## src/hdl/dar_pkg.sv

```systemverilog
// ----------------------------------------------------------------------------
// dar_pkg: shared constants and types for the display aspect ratio reducer
// Field widths, datapath widths and the sequencer state encoding.
// ----------------------------------------------------------------------------
package dar_pkg;

  // Significant bits of the coded width and height
  localparam int DIM_BITS     = 16;
  // Port field widths
  localparam int DIM_FIELD_W  = 16;
  localparam int SAR_W        = 16;
  localparam int WIDE_FIELD_W = 32;

  // Datapath widths
  localparam int PROD_W    = DIM_BITS + SAR_W;   // width * sar_num
  localparam int DVD_W     = PROD_W + 1;         // 2 * prod + den
  localparam int DVS_W     = SAR_W + 1;          // 2 * den, also holds the gcd
  localparam int DIV_CNT_W = $clog2(DVD_W);
  localparam int SHIFT_W   = $clog2(DIM_BITS + 1);

  typedef enum logic [3:0] {
    ST_IDLE,
    ST_MUL,
    ST_PREP,
    ST_SCALE,
    ST_CHECK,
    ST_GCD,
    ST_QX,
    ST_QY,
    ST_OUT
  } dar_state_e;

  typedef struct packed {
    logic busy;
    logic done;
  } dar_unit_stat_t;

endpackage

```

## src/hdl/dar_if.sv

```systemverilog
// ----------------------------------------------------------------------------
// dar_if: request and result channels of the display aspect ratio reducer
// Valid/ready channels; a request moves when valid and ready are both high.
// ----------------------------------------------------------------------------
interface dar_in_if;
  import dar_pkg::*;

  logic                   valid;
  logic                   ready;
  logic [DIM_FIELD_W-1:0] coded_width;
  logic [DIM_FIELD_W-1:0] coded_height;
  logic [SAR_W-1:0]       sar_num;
  logic [SAR_W-1:0]       sar_den;

  modport source (
    output valid, coded_width, coded_height, sar_num, sar_den,
    input  ready
  );
  modport sink (
    input  valid, coded_width, coded_height, sar_num, sar_den,
    output ready
  );
endinterface

interface dar_out_if;
  import dar_pkg::*;

  logic                    valid;
  logic                    ready;
  logic [WIDE_FIELD_W-1:0] display_width;
  logic [DIM_FIELD_W-1:0]  display_height;
  logic [WIDE_FIELD_W-1:0] ratio_x;
  logic [DIM_FIELD_W-1:0]  ratio_y;

  modport source (
    output valid, display_width, display_height, ratio_x, ratio_y,
    input  ready
  );
  modport sink (
    input  valid, display_width, display_height, ratio_x, ratio_y,
    output ready
  );
endinterface

```

## src/hdl/dar_div.sv

```systemverilog
// ----------------------------------------------------------------------------
// dar_div: iterative restoring divider
// One quotient bit per cycle; done pulses once per division.
// ----------------------------------------------------------------------------
module dar_div (
  input  logic                           clk_i,
  input  logic                           rst_ni,
  input  logic                           start_i,
  input  logic [dar_pkg::DVD_W-1:0]      dividend_i,
  input  logic [dar_pkg::DVS_W-1:0]      divisor_i,
  output logic [dar_pkg::DVD_W-1:0]      quotient_o,
  output dar_pkg::dar_unit_stat_t        stat_o
);
  import dar_pkg::*;

  logic [DVS_W-1:0]     rem_q;
  logic [DVS_W-1:0]     dvs_q;
  logic [DVD_W-1:0]     quo_q;
  logic [DIV_CNT_W-1:0] cnt_q;
  logic                 busy_q;
  logic                 done_q;
  logic [DVS_W:0]       trial;
  logic [DVS_W+1:0]     diff;

  // partial remainder with the next dividend bit shifted in
  assign trial = {rem_q, quo_q[DVD_W-1]};
  assign diff  = {1'b0, trial} - {2'b00, dvs_q};

  always_ff @(posedge clk_i or negedge rst_ni) begin
    if (!rst_ni) begin
      busy_q <= 1'b0;
      done_q <= 1'b0;
      cnt_q  <= '0;
    end else if (start_i) begin
      busy_q <= 1'b1;
      done_q <= 1'b0;
      cnt_q  <= DIV_CNT_W'(DVD_W - 1);
    end else if (busy_q) begin
      busy_q <= (cnt_q != '0);
      done_q <= (cnt_q == '0);
      cnt_q  <= cnt_q - DIV_CNT_W'(1);
    end else begin
      done_q <= 1'b0;
    end
  end

  always_ff @(posedge clk_i) begin
    if (start_i) begin
      rem_q <= '0;
      dvs_q <= divisor_i;
      quo_q <= dividend_i;
    end else if (busy_q) begin
      if (diff[DVS_W+1]) begin
        rem_q <= trial[DVS_W-1:0];
        quo_q <= {quo_q[DVD_W-2:0], 1'b0};
      end else begin
        rem_q <= diff[DVS_W-1:0];
        quo_q <= {quo_q[DVD_W-2:0], 1'b1};
      end
    end
  end

  assign quotient_o  = quo_q;
  assign stat_o.busy = busy_q;
  assign stat_o.done = done_q;

  a_done_after_busy: assert property (@(posedge clk_i) disable iff (!rst_ni)
    done_q |-> $past(busy_q))
    else $error("divider done without a running division");

endmodule

```

## src/hdl/dar_gcd.sv

```systemverilog
// ----------------------------------------------------------------------------
// dar_gcd: iterative binary GCD
// One shift or subtract-and-shift step per cycle; both operands nonzero.
// ----------------------------------------------------------------------------
module dar_gcd (
  input  logic                           clk_i,
  input  logic                           rst_ni,
  input  logic                           start_i,
  input  logic [dar_pkg::PROD_W-1:0]     a_i,
  input  logic [dar_pkg::DIM_BITS-1:0]   b_i,
  output logic [dar_pkg::DIM_BITS-1:0]   g_o,
  output dar_pkg::dar_unit_stat_t        stat_o
);
  import dar_pkg::*;

  logic [PROD_W-1:0]   a_q;
  logic [PROD_W-1:0]   b_q;
  logic [SHIFT_W-1:0]  k_q;
  logic [DIM_BITS-1:0] g_q;
  logic                busy_q;
  logic                done_q;
  logic                a_gt;
  logic                eq;
  logic [PROD_W-1:0]   diff;
  logic [PROD_W-1:0]   shifted;

  assign a_gt    = (a_q > b_q);
  assign eq      = (a_q == b_q);
  assign diff    = a_gt ? (a_q - b_q) : (b_q - a_q);
  assign shifted = a_q << k_q;

  always_ff @(posedge clk_i or negedge rst_ni) begin
    if (!rst_ni) begin
      busy_q <= 1'b0;
      done_q <= 1'b0;
    end else if (start_i) begin
      busy_q <= 1'b1;
      done_q <= 1'b0;
    end else if (busy_q && eq) begin
      busy_q <= 1'b0;
      done_q <= 1'b1;
    end else begin
      done_q <= 1'b0;
    end
  end

  always_ff @(posedge clk_i) begin
    if (start_i) begin
      a_q <= a_i;
      b_q <= PROD_W'(b_i);
      k_q <= '0;
    end else if (busy_q) begin
      if (eq) begin
        // common power of two restored; the gcd never exceeds b
        g_q <= shifted[DIM_BITS-1:0];
      end else if (!a_q[0] && !b_q[0]) begin
        a_q <= a_q >> 1;
        b_q <= b_q >> 1;
        k_q <= k_q + SHIFT_W'(1);
      end else if (!a_q[0]) begin
        a_q <= a_q >> 1;
      end else if (!b_q[0]) begin
        b_q <= b_q >> 1;
      end else if (a_gt) begin
        a_q <= diff >> 1;
      end else begin
        b_q <= diff >> 1;
      end
    end
  end

  assign g_o         = g_q;
  assign stat_o.busy = busy_q;
  assign stat_o.done = done_q;

endmodule

```

## src/hdl/display_aspect_ratio_reducer.sv

```systemverilog
// ----------------------------------------------------------------------------
// display_aspect_ratio_reducer: display size and reduced aspect ratio
// From request to result: setup and check states, up to three divisions of 33
// quotient bits each and a binary GCD loop. One request at a time: the next
// request can be taken the cycle after the result leaves.
// Reset clears the sequencer and unit control; no memory, no clearing pass.
// ----------------------------------------------------------------------------
module display_aspect_ratio_reducer (
  input  logic      clk_i,
  input  logic      rst_ni,
  dar_in_if.sink    in_i,
  dar_out_if.source out_o
);
  import dar_pkg::*;

  dar_state_e          state_q, state_d;
  logic [DIM_BITS-1:0] w_q;
  logic [DIM_BITS-1:0] h_q;
  logic [SAR_W-1:0]    num_q;
  logic [SAR_W-1:0]    den_q;
  logic [PROD_W-1:0]   prod_q;
  logic [PROD_W-1:0]   dw_q;
  logic [PROD_W-1:0]   ax_q;
  logic [DIM_BITS-1:0] ay_q;
  logic                sar_ok;

  logic                div_start;
  logic [DVD_W-1:0]    div_dvd;
  logic [DVS_W-1:0]    div_dvs;
  logic [DVD_W-1:0]    div_quo;
  dar_unit_stat_t      div_stat;

  logic                gcd_start;
  logic [DIM_BITS-1:0] gcd_g;
  dar_unit_stat_t      gcd_stat;

  assign sar_ok = (num_q != '0) && (den_q != '0);

  dar_div u_div (
    .clk_i      (clk_i),
    .rst_ni     (rst_ni),
    .start_i    (div_start),
    .dividend_i (div_dvd),
    .divisor_i  (div_dvs),
    .quotient_o (div_quo),
    .stat_o     (div_stat)
  );

  dar_gcd u_gcd (
    .clk_i   (clk_i),
    .rst_ni  (rst_ni),
    .start_i (gcd_start),
    .a_i     (dw_q),
    .b_i     (h_q),
    .g_o     (gcd_g),
    .stat_o  (gcd_stat)
  );

  always_ff @(posedge clk_i or negedge rst_ni) begin
    if (!rst_ni) begin
      state_q <= ST_IDLE;
    end else begin
      state_q <= state_d;
    end
  end

  always_comb begin
    state_d   = state_q;
    div_start = 1'b0;
    div_dvd   = '0;
    div_dvs   = '0;
    gcd_start = 1'b0;
    unique case (state_q)
      ST_IDLE: begin
        if (in_i.valid) state_d = ST_MUL;
      end
      ST_MUL: begin
        state_d = ST_PREP;
      end
      ST_PREP: begin
        if (sar_ok) begin
          // round half up: (2*w*num + den) / (2*den)
          div_start = 1'b1;
          div_dvd   = {prod_q, 1'b0} + DVD_W'(den_q);
          div_dvs   = {den_q, 1'b0};
          state_d   = ST_SCALE;
        end else begin
          state_d = ST_CHECK;
        end
      end
      ST_SCALE: begin
        if (div_stat.done) state_d = ST_CHECK;
      end
      ST_CHECK: begin
        if (dw_q == '0 || h_q == '0) begin
          state_d = ST_OUT;
        end else begin
          gcd_start = 1'b1;
          state_d   = ST_GCD;
        end
      end
      ST_GCD: begin
        if (gcd_stat.done) begin
          div_start = 1'b1;
          div_dvd   = DVD_W'(dw_q);
          div_dvs   = DVS_W'(gcd_g);
          state_d   = ST_QX;
        end
      end
      ST_QX: begin
        if (div_stat.done) begin
          div_start = 1'b1;
          div_dvd   = DVD_W'(h_q);
          div_dvs   = DVS_W'(gcd_g);
          state_d   = ST_QY;
        end
      end
      ST_QY: begin
        if (div_stat.done) state_d = ST_OUT;
      end
      ST_OUT: begin
        if (out_o.ready) state_d = ST_IDLE;
      end
      default: begin
        state_d = ST_IDLE;
      end
    endcase
  end

  always_ff @(posedge clk_i) begin
    unique case (state_q)
      ST_IDLE: begin
        if (in_i.valid) begin
          w_q   <= in_i.coded_width[DIM_BITS-1:0];
          h_q   <= in_i.coded_height[DIM_BITS-1:0];
          num_q <= in_i.sar_num;
          den_q <= in_i.sar_den;
        end
      end
      ST_MUL: begin
        prod_q <= PROD_W'(w_q) * PROD_W'(num_q);
      end
      ST_PREP: begin
        dw_q <= PROD_W'(w_q);
      end
      ST_SCALE: begin
        if (div_stat.done) dw_q <= div_quo[PROD_W-1:0];
      end
      ST_CHECK: begin
        // 1:1 unless the gcd path overwrites
        ax_q <= PROD_W'(1);
        ay_q <= DIM_BITS'(1);
      end
      ST_QX: begin
        if (div_stat.done) ax_q <= div_quo[PROD_W-1:0];
      end
      ST_QY: begin
        if (div_stat.done) ay_q <= div_quo[DIM_BITS-1:0];
      end
      default: begin
      end
    endcase
  end

  assign in_i.ready           = (state_q == ST_IDLE);
  assign out_o.valid          = (state_q == ST_OUT);
  assign out_o.display_width  = WIDE_FIELD_W'(dw_q);
  assign out_o.display_height = DIM_FIELD_W'(h_q);
  assign out_o.ratio_x        = WIDE_FIELD_W'(ax_q);
  assign out_o.ratio_y        = DIM_FIELD_W'(ay_q);

  a_div_start_idle: assert property (@(posedge clk_i) disable iff (!rst_ni)
    div_start |-> !div_stat.busy)
    else $error("division started while divider busy");

  a_gcd_start_idle: assert property (@(posedge clk_i) disable iff (!rst_ni)
    gcd_start |-> !gcd_stat.busy)
    else $error("gcd started while gcd unit busy");

  a_aspect_nonzero: assert property (@(posedge clk_i) disable iff (!rst_ni)
    out_o.valid |-> (out_o.ratio_x != '0 && out_o.ratio_y != '0))
    else $error("zero aspect term in result");

  a_zero_dim_square: assert property (@(posedge clk_i) disable iff (!rst_ni)
    (out_o.valid && (out_o.display_width == '0 || out_o.display_height == '0))
      |-> (out_o.ratio_x == WIDE_FIELD_W'(1) && out_o.ratio_y == DIM_FIELD_W'(1)))
    else $error("zero dimension must give 1:1");

endmodule

```

## src/flat_wrapper.sv

```systemverilog
// flat-port wrapper written by rule: the top's interface ports become plain ports
module display_aspect_ratio_reducer_flat import dar_pkg::*;
  (clk_i, rst_ni, in_i_valid, in_i_coded_width, in_i_coded_height, in_i_sar_num, in_i_sar_den, in_i_ready, out_o_valid, out_o_display_width, out_o_display_height, out_o_ratio_x, out_o_ratio_y, out_o_ready);
  dar_in_if in_i_i ();
  dar_out_if out_o_i ();
  input  logic clk_i;
  input  logic rst_ni;
  input wire logic [$bits(in_i_i.valid)-1:0] in_i_valid;
  input wire logic [$bits(in_i_i.coded_width)-1:0] in_i_coded_width;
  input wire logic [$bits(in_i_i.coded_height)-1:0] in_i_coded_height;
  input wire logic [$bits(in_i_i.sar_num)-1:0] in_i_sar_num;
  input wire logic [$bits(in_i_i.sar_den)-1:0] in_i_sar_den;
  output wire logic [$bits(in_i_i.ready)-1:0] in_i_ready;
  output wire logic [$bits(out_o_i.valid)-1:0] out_o_valid;
  output wire logic [$bits(out_o_i.display_width)-1:0] out_o_display_width;
  output wire logic [$bits(out_o_i.display_height)-1:0] out_o_display_height;
  output wire logic [$bits(out_o_i.ratio_x)-1:0] out_o_ratio_x;
  output wire logic [$bits(out_o_i.ratio_y)-1:0] out_o_ratio_y;
  input wire logic [$bits(out_o_i.ready)-1:0] out_o_ready;
  assign in_i_i.valid = in_i_valid;
  assign in_i_i.coded_width = in_i_coded_width;
  assign in_i_i.coded_height = in_i_coded_height;
  assign in_i_i.sar_num = in_i_sar_num;
  assign in_i_i.sar_den = in_i_sar_den;
  assign in_i_ready = in_i_i.ready;
  assign out_o_valid = out_o_i.valid;
  assign out_o_display_width = out_o_i.display_width;
  assign out_o_display_height = out_o_i.display_height;
  assign out_o_ratio_x = out_o_i.ratio_x;
  assign out_o_ratio_y = out_o_i.ratio_y;
  assign out_o_i.ready = out_o_ready;
  display_aspect_ratio_reducer u_core (.clk_i(clk_i), .rst_ni(rst_ni), .in_i(in_i_i), .out_o(out_o_i));
endmodule
```

## config.mk

```make
export PLATFORM = sky130hd
export DESIGN_NAME = display_aspect_ratio_reducer_flat
export DESIGN_NICKNAME = d
export VERILOG_FILES = /design/src/hdl/dar_pkg.sv /design/src/hdl/dar_if.sv /design/src/hdl/dar_div.sv /design/src/hdl/dar_gcd.sv /design/src/hdl/display_aspect_ratio_reducer.sv /design/src/flat_wrapper.sv
export SDC_FILE = /design/constraint.sdc
export NUM_CORES = 1
export LEC_CHECK = 0
export ABC_AREA = 1
export BUFFER_PORTS_ARGS = -buffer_cell sky130_fd_sc_hd__buf_2
export CORE_MARGIN = 10
export CORE_UTILIZATION = 35
export DETAILED_ROUTE_END_ITERATION = 16
export PLACE_DENSITY = 0.55
export SLEW_MARGIN = 0
export SYNTH_ARGS = -nofsm -noshare
export SYNTH_HDL_FRONTEND = slang
export SYNTH_HIERARCHICAL = 1
export SYNTH_SLANG_ARGS = --single-unit
```

## constraint.sdc

```tcl
create_clock -name clk_i -period 5.1 [get_ports clk_i]
set_input_delay 0.255 -clock clk_i [delete_from_list [all_inputs] [get_ports clk_i]]
set_output_delay 0.255 -clock clk_i [all_outputs]
set_load 0.005 [all_outputs]
```

* After elaboration in Yosys (flattened, before gate mapping) *
Index checks and enable logic that the tools add are counted.
Widths: inputs -> output; s select.

storage, ports and cells
  output and inout bits = 98
  logic and storage cells = 145
  flip-flop bits (word level) = 342
  input bits = 68

cells by class
  mux-type cells = 57
  equality and inequality tests = 20
  bitwise operators = 2
  order comparisons = 1
  reduce and logical (&&, ||, !) cells = 33
  multipliers = 1
  shifts and indexed selects = 1
  add/subtract/negate cells = 6

operators with widths
  operator            count
  $mux 32             14
  $pmux 32 s2         2
  $mux 16             7
  $mux 33             3
  $pmux 33 s3         1
  $sub 32x32->32      2
  $pmux 17 s3         1
  $pmux 4 s9          1
  $mux 17             2
  $add 33x16->33      1
  $eq 32x32->1        1
  $gt 32x32->1        1
  $logic_not 32->1    1
  $mul 16x16->32      1
  $pmux 16 s2         1
  $reduce_bool 16->1  2
  $shl 32x5->16       1
  $mux 4              7
  $sub 18x17->19      1
  $eq 4x3->1 const B  4
  $logic_not 16->1    1
  $mux 1              14
  $reduce_bool 2->1   7
  $mux 6              2
  other kinds (24)    43

* Depth between registers and ports, before layout *
  depth after elaboration = 9
  depth in mapped cells = 25
  depth with buffers taken out = 23

* Hierarchy *
The synthesis kept the hierarchy.

modules (own cells, without submodules)
  module                        area an instance (um2)  cells an instance  sequential area each (um2)  instances
  display_aspect_ratio_reducer  17971.0                 2168               5385.2                      1
  dar_gcd                       9424.0                  1586               2372.3                      1
  dar_div                       4332.9                  547                2042.0                      1

* Worst setup path after synthesis *
OpenSTA, ideal clock, no wires.

  kind = flip-flop to flip-flop
  start = register u_core.state_q[3]
  end = register u_core.den_q[0], enable pin
  path buffers = 0
  clock period less this slack = 5.554 ns
  cell stages (with the launch flop) = 4
  setup slack = -0.454 ns
  data required time = 4.535 ns
  library setup time = 0.565 ns
  arrival = 4.989 ns
  path through = dfrtp_1 > inv_1 > nand2_1 > nor3_1

between the ends
  cells in the longest elaborated chain, start to end = 2

RTL lines
  item                        RTL line                             RTL
  start, declared             display_aspect_ratio_reducer.sv:16   dar_state_e state_q, state_d;
  start signal, assigned      display_aspect_ratio_reducer.sv:63   state_q <= state_d;
  $logic_not 4->1             display_aspect_ratio_reducer.sv:131  unique case (state_q)
  $reduce_and 2->1 (no line)  --
  end signal, assigned        display_aspect_ratio_reducer.sv:137  den_q <= in_i.sar_den;
  end, declared               display_aspect_ratio_reducer.sv:20   logic [SAR_W-1:0] den_q;

No other way between the ends.
A chain may end at the register's enable or synchronous reset.

* Worst setup path in the final report *
  start = register u_core.w_q[8]
  end = register u_core.prod_q[24] (data pin)

between the ends
  cells in the longest elaborated chain, start to end = 1

RTL lines
  item                    RTL line                             RTL
  start, declared         display_aspect_ratio_reducer.sv:17   logic [DIM_BITS-1:0] w_q;
  start signal, assigned  display_aspect_ratio_reducer.sv:134  w_q <= in_i.coded_width[DIM_BITS-1:0];
  $mul 16x16->32          display_aspect_ratio_reducer.sv:141  prod_q <= PROD_W'(w_q) * PROD_W'(num_q);
  end signal, assigned    display_aspect_ratio_reducer.sv:141
  end, declared           display_aspect_ratio_reducer.sv:21   logic [PROD_W-1:0] prod_q;

No other way between the ends.

==> flow_summary.ini <==
[drt]
post-route-drc-count = 0
wl_per_cell_um = 18.7
drt_via_density = 4.87
dr_total_vias = 28425
routed_wl_um = 109000
detail_route.first_pass.iterations = 6
ant_nets = 0
detailedRoute.firstIterationViolations = 1922

[grt]
global_route_wire_length_before_repair_um = 167000
grt_start_max_net_pins = 51
overflow = 0
grt_antenna_before_repair = 2
global_route.usage.total = 0.208
first_global_vias = 28450

[layout]
final_area_sq_um = 38000
flow.area_growth_from_synthesis_pct = 19.8
mostFrequentLayoutCells = sky130_fd_sc_hd__nand2_1, sky130_fd_sc_hd__inv_1, sky130_fd_sc_hd__nor2_1, sky130_fd_sc_hd__edfxtp_1, sky130_fd_sc_hd__nand3_1
commonest_non_fill_non_tap_cell_in_the_layout = sky130_fd_sc_hd__nand2_1
drive_above_1_share = 0.147
design.final.nets = 5097
final_core_utilization = 0.422

[setup_path]
top_cell_by_count_worst_path = sky130_fd_sc_hd__fa_1
total_number_of_cells_along_the_worst_setup_path = 20
crit_chain = buf_6 -> clkbuf_16 -> nand2_4 -> fa_1 -> fa_2 -> fa_2 -> fa_1 -> inv_2 -> fa_1 -> inv_1 -> fa_1 -> inv_2 -> ha_4 -> nand2_8 -> nor2_4 -> nor2_4 -> o21ai_2 -> nand3_1 -> nand4_1 -> nand2_1
r2r_setup_slack_ns = -0.17
worstSetupEndpointType = flip-flop
r2r-start = u_core/w_q[8]
number_of_cells_on_the_worst_reg_to_reg_path = 20
start_kind = flip-flop
worst_r2r_endpoint = u_core/prod_q[24]
critical_path.max_stage_delay_ns = 0.60
crit_fanout = 5
cp_data_required_time_ns = 5.45
worstPathArrival_ns = 5.62
worst-setup-path-type = flip-flop to flip-flop
cpLargestDelayFamily = adder cells
cp_slowest_cell = sky130_fd_sc_hd__fa_2
crit_buf_inv = 5

[placed_design]
pre_cts_ws_ns = -0.219
numPortBuffers = 165
dpl.hpwl_um = 87400
placement.cell_area_sq_um = 35000
gpl.final_weighted_congestion = 0.976

[floorplan]
num_io_pins = 166
rows = 110
die_h_um = 321
die-area_sq_um = 103000
dieWidth_um = 321
initial_utilization = 0.352
core_area_sq_um = 90000

[sta]
fin_setup_tns_ns = -1.96
fmax_ghz = 0.190
finish_stage_setup_viols = 19
rsz0062_at_grt = yes
max_slew.worst_pin.slew_ns = 1.07
finalWorstPathRequiredPeriod_ns = 5.27
final_setup_skew_ns = 0.0292
timing.final.ws_setup_ns = -0.166
post-route-period-util = 1.03
slew_headroom = 0.284
final_max_slew_viol_count = 0
hold_violations = 0

[cts]
cts.sink_count = 341
clk_root_buffer_cell = sky130_fd_sc_hd__clkbuf_16
cts.clk_slew.worst_paths_ns = 0.06
clk-insertion-delay-late_ns = 0.60
total_cts_buffers = 41
tritoncts = yes
clock_tree.htree_level_count = 2
cts.path.max_buffers = 3

[hold_path]
worstHoldPathType = primary input to asynchronous set/reset pin

[flow_run]
max-cap-violations = 0

[run_status]
violations = setup timing
run_status = finished with violations

[synthesis]
synth_nets = 4769
cells_after_synth = 4299
post_synth_instance_area_sq_um = 31700
syn-mean-instance-area_sq_um = 7.38
yosysWarnings = 6
## routing by layer
layer  track usage  up-vias  share of wire
li1              -    13919              -
met3        0.0257      196          0.053
met2         0.352      850           0.47
met1         0.269    13460           0.43
met5             0        -              0
met4        0.0788        0          0.041
## final cells by class
type                            count  area, sq um
Fill cell                        9320        52000
Clock buffer                       57         1160
Multi-Input combinational cell   2916        18700
Clock inverter                     18          179
Timing Repair Buffer              439         3400
Inverter                          888         3340
Antenna cell                        1         2.50
Sequential cell                   341         9800
Tap cell                         1176         1470
## worst max path at each step
| stage | end | from |
|---|---|---|
| 2_1_floorplan | u_core/prod_q[30] | u_core/num_q[5] |
| 3_3_place_gp | u_core/prod_q[31] | u_core/w_q[9] |
| 3_5_place_dp | u_core/prod_q[20] | u_core/num_q[4] |
| 4_1_cts | u_core/prod_q[20] | u_core/w_q[10] |
| 5_1_grt | u_core/prod_q[31] | u_core/w_q[5] |
| 6_report | u_core/prod_q[24] | u_core/w_q[8] |
## per-stage QoR
stage,hold slack (ns),instances
finish,0.252,5836
global route,0.230,5835
CTS,0.207,5810
detailed placement,0.226,5668
global placement,0.223,5668
floorplan,-0.0406,4299
## state kept, by name, summed over array words and instances, names as in the netlist, 17 cells and up
| register | count |
|---|---|
| u_core/u_gcd/b_q | 31 |
| u_core/prod_q | 32 |
| u_core/u_div/dvs_q | 17 |
| u_core/out_o.display_width | 32 |
| u_core/u_div/quotient_o | 33 |
| u_core/u_gcd/a_q | 32 |
| u_core/u_div/rem_q | 17 |
| u_core/out_o.ratio_x | 32 |
## timing repair
action / CTS / global route
resized for setup: 68 / 151
gates cloned: 0 / 2
pin swaps: 14 / 62
hold buffers: 66 / 0
endpoints found under the hold margin: 79 / 0
setup buffers: 1 / 23
endpoints found under the setup margin: 21 / 23
Power is left out: the tool's default activity adds up to more than one toggle a clock period on the data nets, which glitch-free logic cannot reach.
